`config.mk`:
```
export PLATFORM = sky130hd
export DESIGN_NAME = aabb_push_out_resolver
export DESIGN_NICKNAME = d
export VERILOG_FILES = /design/src/hdl/apr_pkg.sv /design/src/hdl/apr_cfg_regs.sv /design/src/hdl/apr_resolve.sv /design/src/hdl/aabb_push_out_resolver.sv
export SDC_FILE = /design/constraint.sdc
export NUM_CORES = 1
export LEC_CHECK = 0
export BUFFER_PORTS_ARGS = -buffer_cell sky130_fd_sc_hd__buf_4
export CORE_UTILIZATION = 55
export CTS_CLUSTER_DIAMETER = 150
export DETAILED_ROUTE_END_ITERATION = 10
export PLACE_DENSITY = 0.74
export SLEW_MARGIN = 30
export SYNTH_ARGS = -nofsm -noshare
export SYNTH_HDL_FRONTEND = slang
export SYNTH_SLANG_ARGS = --single-unit
```
`constraint.sdc`:
```
create_clock -name clk -period 7.9 [get_ports clk]
set_input_delay 0.79 -clock clk [delete_from_list [all_inputs] [get_ports clk]]
set_output_delay 0.79 -clock clk [all_outputs]
set_load 0.02 [all_outputs]
```
`src/hdl/apr_pkg.sv`:
```
// apr_pkg: shared constants for the aabb push-out resolver
// push codes, register indexes and the fixed size width; no dependencies
package apr_pkg;

	localparam int SIZE_BITS = 13;
	localparam int CFG_INDEX_BITS = 3;

	typedef enum logic [3:0] {
		PUSH_NONE       = 4'd0,
		PUSH_UP         = 4'd1,
		PUSH_RIGHT      = 4'd2,
		PUSH_DOWN       = 4'd3,
		PUSH_LEFT       = 4'd4,
		PUSH_UP_LEFT    = 4'd5,
		PUSH_DOWN_LEFT  = 4'd6,
		PUSH_UP_RIGHT   = 4'd7,
		PUSH_DOWN_RIGHT = 4'd8
	} push_code_t;

	typedef enum logic [CFG_INDEX_BITS-1:0] {
		REG_SOLID_X = 3'd0,
		REG_SOLID_Y = 3'd1,
		REG_SOLID_W = 3'd2,
		REG_SOLID_H = 3'd3
	} reg_index_t;

endpackage

```
`src/hdl/apr_cfg_regs.sv`:
```
// apr_cfg_regs: solid box position and size registers
// write-only port decoded by register index; uses apr_pkg
module apr_cfg_regs #(
	parameter int COORD_BITS = 16,
	parameter int CFG_BITS = 16
) (
	input  logic                                clk,
	input  logic                                arst_n,
	input  logic                                cfg_we,
	input  logic [apr_pkg::CFG_INDEX_BITS-1:0]  cfg_index,
	input  logic [CFG_BITS-1:0]                 cfg_data,
	output logic signed [COORD_BITS-1:0]        solid_x,
	output logic signed [COORD_BITS-1:0]        solid_y,
	output logic [apr_pkg::SIZE_BITS-1:0]       solid_w,
	output logic [apr_pkg::SIZE_BITS-1:0]       solid_h
);
	import apr_pkg::*;

	logic signed [COORD_BITS-1:0] solid_x_q, solid_y_q;
	logic [SIZE_BITS-1:0]         solid_w_q, solid_h_q;

	always_ff @(posedge clk or negedge arst_n) begin
		if (!arst_n) begin
			solid_x_q <= '0;
			solid_y_q <= '0;
			solid_w_q <= SIZE_BITS'(1);
			solid_h_q <= SIZE_BITS'(1);
		end else if (cfg_we) begin
			case (cfg_index)
				REG_SOLID_X: solid_x_q <= cfg_data[COORD_BITS-1:0];
				REG_SOLID_Y: solid_y_q <= cfg_data[COORD_BITS-1:0];
				REG_SOLID_W: solid_w_q <= cfg_data[SIZE_BITS-1:0];
				REG_SOLID_H: solid_h_q <= cfg_data[SIZE_BITS-1:0];
				default: ;
			endcase
		end
	end

	assign solid_x = solid_x_q;
	assign solid_y = solid_y_q;
	assign solid_w = solid_w_q;
	assign solid_h = solid_h_q;

endmodule

```
`src/hdl/apr_resolve.sv`:
```
// apr_resolve: penetration depths, push selection and push targets
// purely combinational; uses apr_pkg
module apr_resolve #(
	parameter int COORD_BITS = 16
) (
	input  logic signed [COORD_BITS-1:0]    solid_x,
	input  logic signed [COORD_BITS-1:0]    solid_y,
	input  logic [apr_pkg::SIZE_BITS-1:0]   solid_w,
	input  logic [apr_pkg::SIZE_BITS-1:0]   solid_h,
	input  logic signed [COORD_BITS-1:0]    mx,
	input  logic signed [COORD_BITS-1:0]    my,
	input  logic signed [COORD_BITS-1:0]    px,
	input  logic signed [COORD_BITS-1:0]    py,
	input  logic [apr_pkg::SIZE_BITS-1:0]   mw,
	input  logic [apr_pkg::SIZE_BITS-1:0]   mh,
	input  logic                            pushable,
	output logic signed [COORD_BITS:0]      nx,
	output logic signed [COORD_BITS:0]      ny,
	output apr_pkg::push_code_t             code
);
	import apr_pkg::*;

	localparam int DW = ((COORD_BITS > SIZE_BITS) ? COORD_BITS : SIZE_BITS) + 2;
	localparam int VW = COORD_BITS + 2;
	localparam logic signed [DW-1:0] ONE = DW'(1);

	logic signed [DW-1:0] mx_e, my_e, sx_e, sy_e, mw_e, mh_e, sw_e, sh_e;
	logic signed [DW-1:0] t, r, b, l;
	logic signed [VW-1:0] dx, dy, dsum, ddif;
	logic signed [DW-1:0] up_y, down_y, left_x, right_x;
	logic win_t, win_r, win_b, win_l, tie_lt, tie_lb, tie_rt, tie_rb;
	logic move_y_up, move_y_down, move_x_left, move_x_right;

	always_comb begin
		mx_e = DW'(mx);
		my_e = DW'(my);
		sx_e = DW'(solid_x);
		sy_e = DW'(solid_y);
		mw_e = DW'($signed({1'b0, mw}));
		mh_e = DW'($signed({1'b0, mh}));
		sw_e = DW'($signed({1'b0, solid_w}));
		sh_e = DW'($signed({1'b0, solid_h}));

		t = my_e + mh_e - ONE - sy_e;
		r = sx_e + sw_e - ONE - mx_e;
		b = sy_e + sh_e - ONE - my_e;
		l = mx_e + mw_e - ONE - sx_e;

		dx   = VW'(mx) - VW'(px);
		dy   = VW'(my) - VW'(py);
		dsum = dx + dy;
		ddif = dx - dy;

		win_t  = (t > 0) && (t < r) && (t < b) && (t < l);
		win_r  = (r > 0) && (r < t) && (r < b) && (r < l);
		win_b  = (b > 0) && (b < r) && (b < t) && (b < l);
		win_l  = (l > 0) && (l < r) && (l < b) && (l < t);
		tie_lt = (l > 0) && (l == t) && (l < r) && (l < b);
		tie_lb = (l > 0) && (l == b) && (l < r) && (l < t);
		tie_rt = (r > 0) && (r == t) && (r < l) && (r < b);
		tie_rb = (r > 0) && (r == b) && (r < l) && (r < t);

		code = PUSH_NONE;
		if (!pushable) begin
			code = PUSH_NONE;
		end else if (win_t) begin
			code = PUSH_UP;
		end else if (win_r) begin
			code = PUSH_RIGHT;
		end else if (win_b) begin
			code = PUSH_DOWN;
		end else if (win_l) begin
			code = PUSH_LEFT;
		end else if (tie_lt) begin
			code = (ddif < 0) ? PUSH_UP : (ddif > 0) ? PUSH_LEFT : PUSH_UP_LEFT;
		end else if (tie_lb) begin
			code = (dsum > 0) ? PUSH_DOWN : (dsum < 0) ? PUSH_LEFT : PUSH_DOWN_LEFT;
		end else if (tie_rt) begin
			code = (dsum < 0) ? PUSH_UP : (dsum > 0) ? PUSH_RIGHT : PUSH_UP_RIGHT;
		end else if (tie_rb) begin
			code = (ddif > 0) ? PUSH_DOWN : (ddif < 0) ? PUSH_RIGHT : PUSH_DOWN_RIGHT;
		end

		up_y    = sy_e - mh_e;
		down_y  = sy_e + sh_e;
		left_x  = sx_e - mw_e;
		right_x = sx_e + sw_e;

		move_y_up    = (code == PUSH_UP) || (code == PUSH_UP_LEFT) || (code == PUSH_UP_RIGHT);
		move_y_down  = (code == PUSH_DOWN) || (code == PUSH_DOWN_LEFT)
			|| (code == PUSH_DOWN_RIGHT);
		move_x_left  = (code == PUSH_LEFT) || (code == PUSH_UP_LEFT)
			|| (code == PUSH_DOWN_LEFT);
		move_x_right = (code == PUSH_RIGHT) || (code == PUSH_UP_RIGHT)
			|| (code == PUSH_DOWN_RIGHT);

		ny = (COORD_BITS+1)'(my);
		if (move_y_up)
			ny = up_y[COORD_BITS:0];
		else if (move_y_down)
			ny = down_y[COORD_BITS:0];

		nx = (COORD_BITS+1)'(mx);
		if (move_x_left)
			nx = left_x[COORD_BITS:0];
		else if (move_x_right)
			nx = right_x[COORD_BITS:0];
	end

endmodule

```
`src/hdl/aabb_push_out_resolver.sv`:
```
// aabb_push_out_resolver: top level, input register, resolver and result register
// depends on apr_pkg, apr_cfg_regs and apr_resolve
//
// Pushes a moving box out of one configured solid box. One item is taken every
// clock cycle while in_stall is low: the item sits in the input register while the
// resolve logic works on it, and the result register is loaded from that logic once
// it is free or its held result is not stalled.
// The input register also buffers one item while a result is held by out_stall,
// so a full pipeline stalls the input only when both registers are occupied.
// Write the solid box registers only while the block holds no item.
module aabb_push_out_resolver #(
	parameter int COORD_BITS = 16
) (
	input  logic                                          clk,
	input  logic                                          arst_n,
	input  logic                                          cfg_we,
	input  logic [apr_pkg::CFG_INDEX_BITS-1:0]            cfg_index,
	input  logic [((COORD_BITS > apr_pkg::SIZE_BITS) ?
		COORD_BITS : apr_pkg::SIZE_BITS)-1:0]             cfg_data,
	input  logic                                          in_valid,
	output logic                                          in_stall,
	input  logic signed [COORD_BITS-1:0]                  mover_x,
	input  logic signed [COORD_BITS-1:0]                  mover_y,
	input  logic signed [COORD_BITS-1:0]                  mover_prev_x,
	input  logic signed [COORD_BITS-1:0]                  mover_prev_y,
	input  logic [apr_pkg::SIZE_BITS-1:0]                 mover_w,
	input  logic [apr_pkg::SIZE_BITS-1:0]                 mover_h,
	input  logic                                          mover_pushable,
	output logic                                          out_valid,
	input  logic                                          out_stall,
	output logic signed [COORD_BITS:0]                    new_x,
	output logic signed [COORD_BITS:0]                    new_y,
	output logic                                          hit,
	output logic [3:0]                                    push_code
);
	import apr_pkg::*;

	localparam int CFG_BITS = (COORD_BITS > SIZE_BITS) ? COORD_BITS : SIZE_BITS;

	logic signed [COORD_BITS-1:0] solid_x, solid_y;
	logic [SIZE_BITS-1:0]         solid_w, solid_h;

	logic                         valid_s1, valid_s2;
	logic signed [COORD_BITS-1:0] mx_s1, my_s1, px_s1, py_s1;
	logic [SIZE_BITS-1:0]         mw_s1, mh_s1;
	logic                         push_s1;
	logic signed [COORD_BITS:0]   nx_c, ny_c;
	push_code_t                   code_c;
	logic signed [COORD_BITS:0]   nx_s2, ny_s2;
	push_code_t                   code_s2;
	logic                         adv_s2, load_s1;

	apr_cfg_regs #(
		.COORD_BITS (COORD_BITS),
		.CFG_BITS   (CFG_BITS)
	) u_cfg (
		.clk       (clk),
		.arst_n    (arst_n),
		.cfg_we    (cfg_we),
		.cfg_index (cfg_index),
		.cfg_data  (cfg_data),
		.solid_x   (solid_x),
		.solid_y   (solid_y),
		.solid_w   (solid_w),
		.solid_h   (solid_h)
	);

	assign adv_s2   = !valid_s2 || !out_stall;
	assign in_stall = valid_s1 && !adv_s2;
	assign load_s1  = in_valid && !in_stall;

	always_ff @(posedge clk or negedge arst_n) begin
		if (!arst_n) begin
			valid_s1 <= 1'b0;
			valid_s2 <= 1'b0;
		end else begin
			if (!in_stall)
				valid_s1 <= in_valid;
			if (adv_s2)
				valid_s2 <= valid_s1;
		end
	end

	always_ff @(posedge clk) begin
		if (load_s1) begin
			mx_s1   <= mover_x;
			my_s1   <= mover_y;
			px_s1   <= mover_prev_x;
			py_s1   <= mover_prev_y;
			mw_s1   <= mover_w;
			mh_s1   <= mover_h;
			push_s1 <= mover_pushable;
		end
	end

	apr_resolve #(
		.COORD_BITS (COORD_BITS)
	) u_resolve (
		.solid_x  (solid_x),
		.solid_y  (solid_y),
		.solid_w  (solid_w),
		.solid_h  (solid_h),
		.mx       (mx_s1),
		.my       (my_s1),
		.px       (px_s1),
		.py       (py_s1),
		.mw       (mw_s1),
		.mh       (mh_s1),
		.pushable (push_s1),
		.nx       (nx_c),
		.ny       (ny_c),
		.code     (code_c)
	);

	always_ff @(posedge clk) begin
		if (adv_s2 && valid_s1) begin
			nx_s2   <= nx_c;
			ny_s2   <= ny_c;
			code_s2 <= code_c;
		end
	end

	assign out_valid = valid_s2;
	assign new_x     = nx_s2;
	assign new_y     = ny_s2;
	assign push_code = code_s2;
	assign hit       = (code_s2 != PUSH_NONE);

	// input held only when both stages are full and the result is stalled
	a_stall_cause: assert property (@(posedge clk) disable iff (!arst_n)
		in_stall |-> (valid_s1 && valid_s2 && out_stall))
		else $error("input stalled without a full pipeline");

	// a buffered item moves to the result register once it is free
	a_s1_moves: assert property (@(posedge clk) disable iff (!arst_n)
		(valid_s1 && adv_s2) |=> valid_s2)
		else $error("buffered item did not reach the result register");

	// a result transfer with an empty input stage leaves the result register empty
	a_drain: assert property (@(posedge clk) disable iff (!arst_n)
		(out_valid && !out_stall && !valid_s1) |=> !out_valid)
		else $error("result repeated after transfer");

endmodule

```
-- Word level (Yosys, flattened, before mapping)
Cells that the tools add are included.
- muxes and demuxes: 21
- $add $sub $neg: 18
- eq/ne operators: 15
- order comparisons: 20
- reduce and logical (&&, ||, !) cells: 46
- operator list (operator ; number):
    < comparator 18 bit ; 12
    greater-than comparator 18 x 1 -> 1 bit, second input constant ; 6
    equality test 18 bit ; 4
    subtractor 18 x 16 -> 18 bit ; 4
    subtractor 18 x 2 -> 18 bit, second input constant ; 4
    adder 16 x 14 -> 17 bit ; 4
    two-way mux 17 bit ; 4
    two-way mux 4 bit ; 14
    < comparator 18 x 1 -> 1 bit, second input constant ; 2
    subtractor 16 x 14 -> 17 bit ; 2
    subtractor 16 x 16 -> 17 bit ; 2
    logical AND 1 bit ; 27
    adder 17 x 17 -> 18 bit ; 1
    subtractor 17 x 17 -> 18 bit ; 1
    equality test 4 x 3 -> 1 bit, second input constant ; 4
    logical OR 1 bit ; 9
    equality test 4 x 2 -> 1 bit, second input constant ; 2
    AND reduction 2 bit ; 4
    equality test 3 x 2 -> 1 bit, second input constant ; 2
    equality test 4 x 1 -> 1 bit, second input constant ; 1
    equality test 4 bit, second input constant ; 1
    zero test 1 bit ; 4
    nonzero test 4 bit ; 1
    equality test 3 x 1 -> 1 bit, second input constant ; 1
    other kinds (4) ; 4
- register bits after elaboration: 189
- word-level logic and storage cells: 136
- output and inout port bits: 41

-- Depth between registers and ports, before layout
Gate-level depths: netlist of the first run.
- depth after elaboration: 21
- mapped depth: 40
- mapped depth without buffers: 38

-- Cells and area by module
Synthesis of the first run repeated with hierarchy kept, for this count alone.
- cell total of the unflattened synthesis: 2295
- area total of the unflattened synthesis: 20566.0 um2
- modules (own cells, without submodules) (module ; seq. area each (um2) ; cells an instance ; times used ; area each (um2)):
    apr_resolve ; 0.0 ; 2032 ; 1 ; 14386.3
    aabb_push_out_resolver ; 3923.8 ; 138 ; 1 ; 3967.6
    apr_cfg_regs ; 1453.9 ; 125 ; 1 ; 2212.1

-- Worst setup path after synthesis of the first run
Ideal clock, no wire load.
- path kind: register to register
- start: reg u_cfg.solid_w_q[0] (netlist: u_cfg.solid_w[0])
- end: reg ny_s2[14] (netlist: new_y[14]), data pin
- stages on the path, launching flop included: 37
- buffers on the path: 1
- library setup time: 0.262 ns
- path slack: 0.406 ns
- arrival time: 7.233 ns
- clock period less this slack: 7.494 ns
- data required time: 7.638 ns
- path through: dfstp_2 -> ha_1 -> inv_1 -> fa_1 -> nor2b_1 -> o21ai_0 -> a21boi_0 -> o21ai_0 -> a21boi_0 -> o21ai_0 -> a21boi_0 -> o21ai_0 -> a21boi_0 -> o21ai_0 -> a21boi_0 -> nor2_1 -> ha_1 -> clkbuf_1 -> nand3_1 -> a211oi_1 -> a221oi_4 -> a22oi_1 -> xnor2_2 -> inv_1 -> ha_1 -> nand3_1 -> nor2_1 -> mux2i_1 -> a21oi_1 -> nand2_1 -> a211oi_1 -> a221o_1 -> a31oi_1 -> nor4_4 -> or3b_1 -> o311ai_1 -> nor2_1
- longest elaborated chain between the ends: 21
- ends and longest elaborated chain (item ; line ; text):
    from (decl) ; apr_cfg_regs.sv:20 ; logic [SIZE_BITS-1:0] solid_w_q, solid_h_q;
    from (signal assigned) ; apr_cfg_regs.sv:32 ; REG_SOLID_W: solid_w_q <= cfg_data[SIZE_BITS-1:0];
    adder 16 x 14 -> 17 bit (*) ; apr_resolve.sv:45 ; r = sx_e + sw_e - ONE - mx_e;
    subtractor 18 x 2 -> 18 bit (*) ; apr_resolve.sv:45 ;
    subtractor 18 x 16 -> 18 bit (*) ; apr_resolve.sv:45 ;
    greater-than comparator 18 x 1 -> 1 bit / equality test 18 bit (equally long branches) ; apr_resolve.sv:55, apr_resolve.sv:60, apr_resolve.sv:61 ;
    logical AND 1 bit (3 in a row) ; apr_resolve.sv:61 ; tie_rb = (r > 0) && (r == b) && (r < l) && (r < t);
    two-way mux 4 bit ; apr_resolve.sv:80 ; end else if (tie_rb) begin
    two-way mux 4 bit ; apr_resolve.sv:78 ; end else if (tie_rt) begin
    two-way mux 4 bit ; apr_resolve.sv:76 ; end else if (tie_lb) begin
    [4 not listed] ; - ;
    two-way mux 4 bit (*) ; apr_resolve.sv:66 ; end else if (win_t) begin
    two-way mux 4 bit (*) ; apr_resolve.sv:64 ; if (!pushable) begin
    equality test 4 x 2 -> 1 bit / equality test 4 x 3 -> 1 bit (equally long branches) ; apr_resolve.sv:90 ; move_y_down = (code == PUSH_DOWN) || (code == PUSH_DOWN_LEFT)
    logical OR 1 bit ; apr_resolve.sv:90 ;
    logical OR 1 bit ; apr_resolve.sv:91 ; || (code == PUSH_DOWN_RIGHT);
    two-way mux 17 bit ; apr_resolve.sv:100 ; else if (move_y_down)
    two-way mux 17 bit (*) ; apr_resolve.sv:98 ; if (move_y_up)
    net ny_c[14] ; aabb_push_out_resolver.sv:47 ; logic signed [COORD_BITS:0] nx_c, ny_c;
    to (signal assigned) ; aabb_push_out_resolver.sv:118 ; ny_s2 <= ny_c;
    to (decl) ; aabb_push_out_resolver.sv:49 ; logic signed [COORD_BITS:0] nx_s2, ny_s2;
The timed path passes the listed nets; every way through them passes the cells marked *.
A chain may end at the register's enable or synchronous reset.

-- Worst setup path in the final report of the first run
- start: reg u_cfg.solid_y_q[1] (netlist: u_cfg.solid_y[1])
- end: reg ny_s2[14] (netlist: new_y[14]), data pin
- longest elaborated chain between the ends: 21
- ends and longest elaborated chain (item ; line ; text):
    from (decl) ; apr_cfg_regs.sv:19 ; logic signed [COORD_BITS-1:0] solid_x_q, solid_y_q;
    from (signal assigned) ; apr_cfg_regs.sv:31 ; REG_SOLID_Y: solid_y_q <= cfg_data[COORD_BITS-1:0];
    branches (longest 20 deep; another with subtractor 18 x 2 -> 18 bit) ; - ;
    two-way mux 17 bit (*) ; apr_resolve.sv:98 ;
    net ny_c[14] ; aabb_push_out_resolver.sv:47 ;
Mark *: on every way through the listed nets, which the timed path passes.

==> run metrics, run 1 <==
status=completed; Routed Antenna Nets=0; PnR worst setup slack=approximately 0.18 ns; net switching fraction of the power=about half; Hold-fix buffers, CTS=0; startpoint types=register; reg-to-reg slack, setup=0.18 ns; Iter 0 DRT Violations=1518; WHS=0.2901 ns; critical path's largest stage delay=roughly 0.42 ns; Post-synth EDFFs=129; FFs w/ async S/R, synth=approximately a third; Seq/Total Area, Yosys=26.23%; number of synthesized register bits=189; clock network power share=7.9%; clk root buf=clkbuf_16; fraction of layout cells with a size suffix above 1=about a quarter; Logic pwr share=79.9%; slew at the pin with the worst max-slew slack=0.8665 ns; Die Y=approximately 200 um; Max Transition Viols Final=0; Overall Power=0.01137 W; clk_skew=0.02754 ns; # setup viols final=0; GPL Wtd Cong=1.018; die area=around 38000 sq um; Crit path top cell by count=buf_4; Worst slew margin=41.32%; gr ovfl total=0; Mean Syn Cell Area=8.598 sq um; syn nets=2817; Seq pwr share=12.2%; worst reg2reg path depth=40; highest clock rate=0.1296 GHz; Cells after Synth=roughly 2400; initial antenna violation count=2; Critical Path Fanout Max=3; largest net degree at the start of global routing=92; Yosys cell types=99; vias per cell=approximately 6.1; number of global-route vias before repair=19650; CP endpoint kind=register; Total Wirelength=68380 um; worst min path class=input port to async pin; most frequent cells in the layout=buf_4 (464), inv_1 (322), ha_1 (297); Core Region=between 30000 and 40000 sq um; setup_tns=0 ns; DP Wirelength=55150 um; router iterations before antenna repair=5; # rows=70; CTS Buffer Depth=2; worst skew pair latency=0.50 ns; pre-CTS WS=-0.7325 ns; reg2reg end=new_y[14]$_DFFE_PP_; Clk pin slew, worst setup/hold paths=0.08 ns; DRC viols=0; period utilization=97.69%; Worst path slowest cell=or3b_4; dominant synthesized flop cell=edfxtp_1; P_int=0.005715 W; Tmin final=about 7.7 ns; Max VDD drop=230.4 uV; Global Route Usage Sum=roughly 36%; CTS sink cnt=189; initial core utilization=a little under three fifths; first-pass GRT wire length=104700 um; Inserted Diodes=0; final hold vios=0; most common cell after layout, fill and taps aside=buf_4; vias=20060; Critical Path RT=8.14 ns; IO Count=156; P_leak=12.25 nW; CTS tree=yes; Area growth syn-to-layout=26.34%; PortBufs=155; P_sw=0.005659 W; Power Dens Cells=about 440 nW/um^2; Mapped Area=20500 sq um; die width=195.1 um; crit path kind=register to register; Arrival @ worst endpoint=7.95 ns; WL/cell=20.63 um; clock buffer count from CTS=17; Ys Warns=0; reg2reg start=u_cfg.solid_y[1]$_DFFE_PN0P_; Final nets=3266; Max Cap Viol=0; H-tree depth=4; non-filler instance count after layout=3314; dpl cells=3236
[registers in the layout, indices dropped and copies added (netlist names)]
register and cells:
new_x 17, new_y 17, mx_s1 16, my_s1 16, px_s1 16, py_s1 16, u_cfg.solid_x 16, u_cfg.solid_y 16
mh_s1 13, mw_s1 13, u_cfg.solid_h 13, u_cfg.solid_w 13, push_code 4, out_valid 1, push_s1 1, valid_s1 1
[kinds of logic (layout without fill, tap and decap cells)]
family | count (synthesis) | in the layout | synth area share, %
AO/OA/AOI/OAI | 674 | 674 | 21.38
AND/OR/NAND/NOR | 634 | 634 | 16.04
buffers and inverters | 369 | 831 | 6.849
adder cells (fa/ha/maj) | 320 | 320 | 20.03
flip-flops | 189 | 189 | 26.23
XOR/XNOR | 127 | 127 | 5.829
multiplexers | 71 | 71 | 3.644
[power groups by stage]
stage	Combinational (W)	Clock, W	Sequential, W
floorplan	0.00517	0	0.00144
global placement	0.00814	0	0.00140
detailed placement	0.00831	0	0.00140
CTS	0.00847	0.000902	0.00138
global route	0.00989	0.000933	0.00140
finish	0.00909	0.000893	0.00139
[critical path, delay by kind of cell, from the launching register on]
family | cells | cell delay (ns)
compound gates | 19 | 3.20
xor+xnor | 2 | 0.29
fa+ha+maj | 3 | 0.84
buf+inv | 6 | 0.80
flops | 1 | 0.39
simple gates | 10 | 1.92
[how the worst max path moves through the flow]
stage | from | to | slack (ns) | cells past startpoint
floorplan | u_cfg.solid_w[0]$_DFFE_PN1P_ | new_y[14]$_DFFE_PP_ | 0.41 | 36
global placement | u_cfg.solid_h[0]$_DFFE_PN1P_ | new_x[13]$_DFFE_PP_ | -0.42 | 36
detailed placement | u_cfg.solid_h[0]$_DFFE_PN1P_ | new_x[13]$_DFFE_PP_ | -0.73 | 36
CTS | my_s1[1]$_DFFE_PP_ | new_x[13]$_DFFE_PP_ | 0.003 | 37
global route | u_cfg.solid_y[1]$_DFFE_PN0P_ | new_y[14]$_DFFE_PP_ | -0.20 | 40
finish | u_cfg.solid_y[1]$_DFFE_PN0P_ | new_y[14]$_DFFE_PP_ | 0.18 | 40
[metrics by stage]
step / area (sq um) / utilization [%]
2_1_floorplan: 20500 / -
3_3_place_gp: 24200 / 66.11
3_5_place_dp: 24210 / 66.14
4_1_cts: 24970 / 68.20
5_1_grt: 25900 / 70.74
6_report: 25900 / 70.74
[synthesized netlist by cell type (all sizes together) (24+ instances only)]
library cell	n	share of area (%)
clkbuf	35	0.64
xnor2	91	4.0
nor2b	31	0.95
a21boi	43	1.6
ha	304	19
nand2b	25	0.76
and3	30	0.92
nand3	48	1.2
inv	325	6.0
mux2i	42	2.1
edfxtp	129	19
a21oi	169	4.1
nand2	143	2.6
nor2	150	2.7
nor3	44	1.1
o21ai	186	4.6
nand4	36	1.1
mux2	29	1.6
a21o	61	2.2
dfrtp	58	7.1
xor2	33	1.5
and2	24	0.73
[routing by layer]
metal | vias up | part of all wire (%) | global-route usage [%]
met5 | - | 0.018 | 0
met4 | 2 | 4.1 | 13.88
met3 | 156 | 7.5 | 6.736
met2 | 740 | 46 | 58.69
met1 | 9651 | 42 | 46.10
li1 | 9512 | - | -
[cell type report]
| cell class | count | area, sq um |
|---|---|---|
| sequential | 189 | 5378 |
| multi-input combinational | 1826 | 14490 |
| fill | 2822 | 10710 |
| clock inverter | 13 | 155.1 |
| clock buffer | 19 | 432.9 |
| timing repair buffer | 474 | 3635 |
| inverter | 325 | 1220 |
| tap | 468 | 585.6 |
[what timing repair did]
| item | in CTS | in global routing |
|---|---|---|
| hold endpoints to repair | 0 | 0 |
| gates resized for setup | 47 | 182 |
| setup buffers | 8 | 37 |
| pin swaps | 25 | 101 |
| setup endpoints to repair | 35 | 35 |
No activity file was read; power rests on OpenSTA's default activity.
==> run 2, diff against run 1 <==
==> constraint.sdc (replaced) <==
create_clock -name clk -period 7.9 [get_ports clk]
set_input_delay 0.395 -clock clk [delete_from_list [all_inputs] [get_ports clk]]
set_output_delay 0.395 -clock clk [all_outputs]
set_load 0.02 [all_outputs]
==> run 2 against run 1 <==
Effect of this change:
- core utilization is essentially flat
- critical path depth did not move
- worst setup slack improved by 0.018 ns
- maximum frequency grew 0.24%
- total power about the same
- via count decreased by 0.34%
- sequential share of layout area is essentially flat
- count of clock-buffer cells in the layout unchanged
- critical path type unchanged
- first-iteration DRC count is 12% higher
- sequential power hardly changed
- hold slack lost 0.23 ns
==> run metrics, run 2 (synthesis results as in run 1) <==
status=completed; hold path start=mover_h[2]; Worst slew margin=40.14% (-1.2 points); vias=19990 (-0.34%); clk_skew=0.02730 ns (-0.0002327 ns); clock buffer count from CTS=17 (unchanged); Die Y=195.1 um (unchanged); CTS Buffer Depth=2 (unchanged); router iterations before antenna repair=5 (unchanged); worst setup path start=u_cfg.solid_y[1]$_DFFE_PN0P_; GPL Wtd Cong=1.018 (unchanged); CTS sink cnt=189 (unchanged); initial antenna violation count=2 (unchanged); hold worst-path end=mh_s1[2]$_DFFE_PP_; P_leak=12.25 nW (about the same); reg-to-reg slack, setup=0.20 ns (+0.02 ns); die width=195.1 um (unchanged); hold path cells=1; placed cell areas=24210 sq um (unchanged); Total Wirelength=68380 um (about the same); Max VDD drop=230.9 uV (+0.23%); number of global-route vias before repair=19650 (unchanged); reg2reg end=new_y[14]$_DFFE_PP_; final hold vios=0 (unchanged); Final nets=3267 (+0.031%); Tmin final=7.699 ns (-0.01829 ns); H-tree depth=4 (unchanged); most frequent cells in the layout=buf_4 (464), inv_1 (322), ha_1 (297); CP endpoint kind=register; fraction of layout cells with a size suffix above 1=25.75% (about the same); initial core utilization=55.99% (unchanged); Worst path slowest cell=or3b_4; # setup viols final=0 (unchanged); Core Region=36610 sq um (unchanged); pre-CTS WS=-0.7325 ns (unchanged); DP Wirelength=55150 um (unchanged); worst reg2reg path depth=40 (unchanged); CTS tree=yes; PortBufs=155 (unchanged); Routed Antenna Nets=0 (unchanged); Iter 0 DRT Violations=1695 (+12%); Global Route Usage Sum=35.61% (unchanged); Clk pin slew, worst setup/hold paths=0.08 ns (about the same); largest net degree at the start of global routing=92 (unchanged); first-pass GRT wire length=104700 um (unchanged); DRC viols=0 (unchanged); IO Count=156 (unchanged); period utilization=97.46% (-0.23 points); Power Dens Cells=439.0 nW/um^2 (about the same); non-filler instance count after layout=3316 (+0.060%); reg2reg start=u_cfg.solid_y[1]$_DFFE_PN0P_; Area growth syn-to-layout=26.41% (about the same); vias per cell=6.029 (-0.40%); Max Cap Viol=0 (unchanged); crit path kind=register to register; Critical Path RT=8.14 ns (about the same); PnR worst setup slack=0.2008 ns (+0.01829 ns); highest clock rate=0.1299 GHz (+0.24%); slew at the pin with the worst max-slew slack=0.8840 ns (+0.01748 ns); startpoint types=register; WHS=0.06443 ns (-0.2256 ns); die area=38050 sq um (unchanged); worst min path class=input port to register; dpl cells=3236 (unchanged); gr ovfl total=0 (unchanged); worst skew pair latency=0.50 ns (about the same); critical path's largest stage delay=0.42 ns (about the same); Crit path top cell by count=buf_4; most common cell after layout, fill and taps aside=buf_4; Arrival @ worst endpoint=7.94 ns (about the same); Critical Path Fanout Max=3 (unchanged); post-route cell area=25910 sq um (about the same); Max Transition Viols Final=0 (unchanged); clk root buf=clkbuf_16; # rows=70 (unchanged); WL/cell=20.62 um (about the same)
## run 2: stage by stage
step,total power (W),util (%),setup TNS [ns]
2_1_floorplan,0.006619,-,0
3_3_place_gp,0.009540,66.11,-6.437
3_5_place_dp,0.009715,66.14,-15.69
4_1_cts,0.01076,68.20,0
5_1_grt,0.01223,70.77,-2.976
6_report,0.01137,70.78,0
## run 2: cell type report
class / instances / area (sq um)
well taps: 468 / 585.6
clock buffers: 19 / 432.9
repair buffers: 475 / 3645
flip-flops and latches: 189 / 5378
clock inverters: 13 / 155.1
inverters: 325 / 1220
diodes: 1 / 2.502
fillers: 2817 / 10700
multi-input cells: 1826 / 14490
## run 2: how the worst max path moves through the flow
stage | to | slack, ns | cells after the start
global placement | new_x[13]$_DFFE_PP_ | -0.42 | 36
CTS | new_x[13]$_DFFE_PP_ | 0.003 | 37
detailed placement | new_x[13]$_DFFE_PP_ | -0.73 | 36
global route | new_y[14]$_DFFE_PP_ | -0.20 | 40
finish | new_y[14]$_DFFE_PP_ | 0.20 | 40
floorplan | new_y[14]$_DFFE_PP_ | 0.41 | 36
## run 2: per-layer routing
layer  wire (um)  share of wire [%]  GRT usage [%]
met2       31720                 46          58.69
met5           0                  0              0
met3        4975                7.3          6.736
met4        2637                3.9          13.88
met1       29050                 42          46.10
## run 2: critical path, delay by kind of cell (launching register included)
kind	cells	cell delay (ns)
compound gates	19	3.19
simple gates	10	1.93
fa+ha+maj	3	0.83
buf+inv	6	0.80
flops	1	0.40
xor+xnor	2	0.28
## run 2: power breakdown
group	internal (W)	switching (W)	total, W
registers	0.00127	0.000115	0.00139
logic	0.00397	0.00512	0.00909
clock network	0.000472	0.000421	0.000894
## run 2: timing repair
item,4_1_cts,5_1_grt
gates cloned,0,0
buffers inserted,8,37
pin swaps,25,101
hold endpoints to repair,0,58
hold buffers,0,1
setup endpoints to repair,35,35
gates resized for setup,47,182
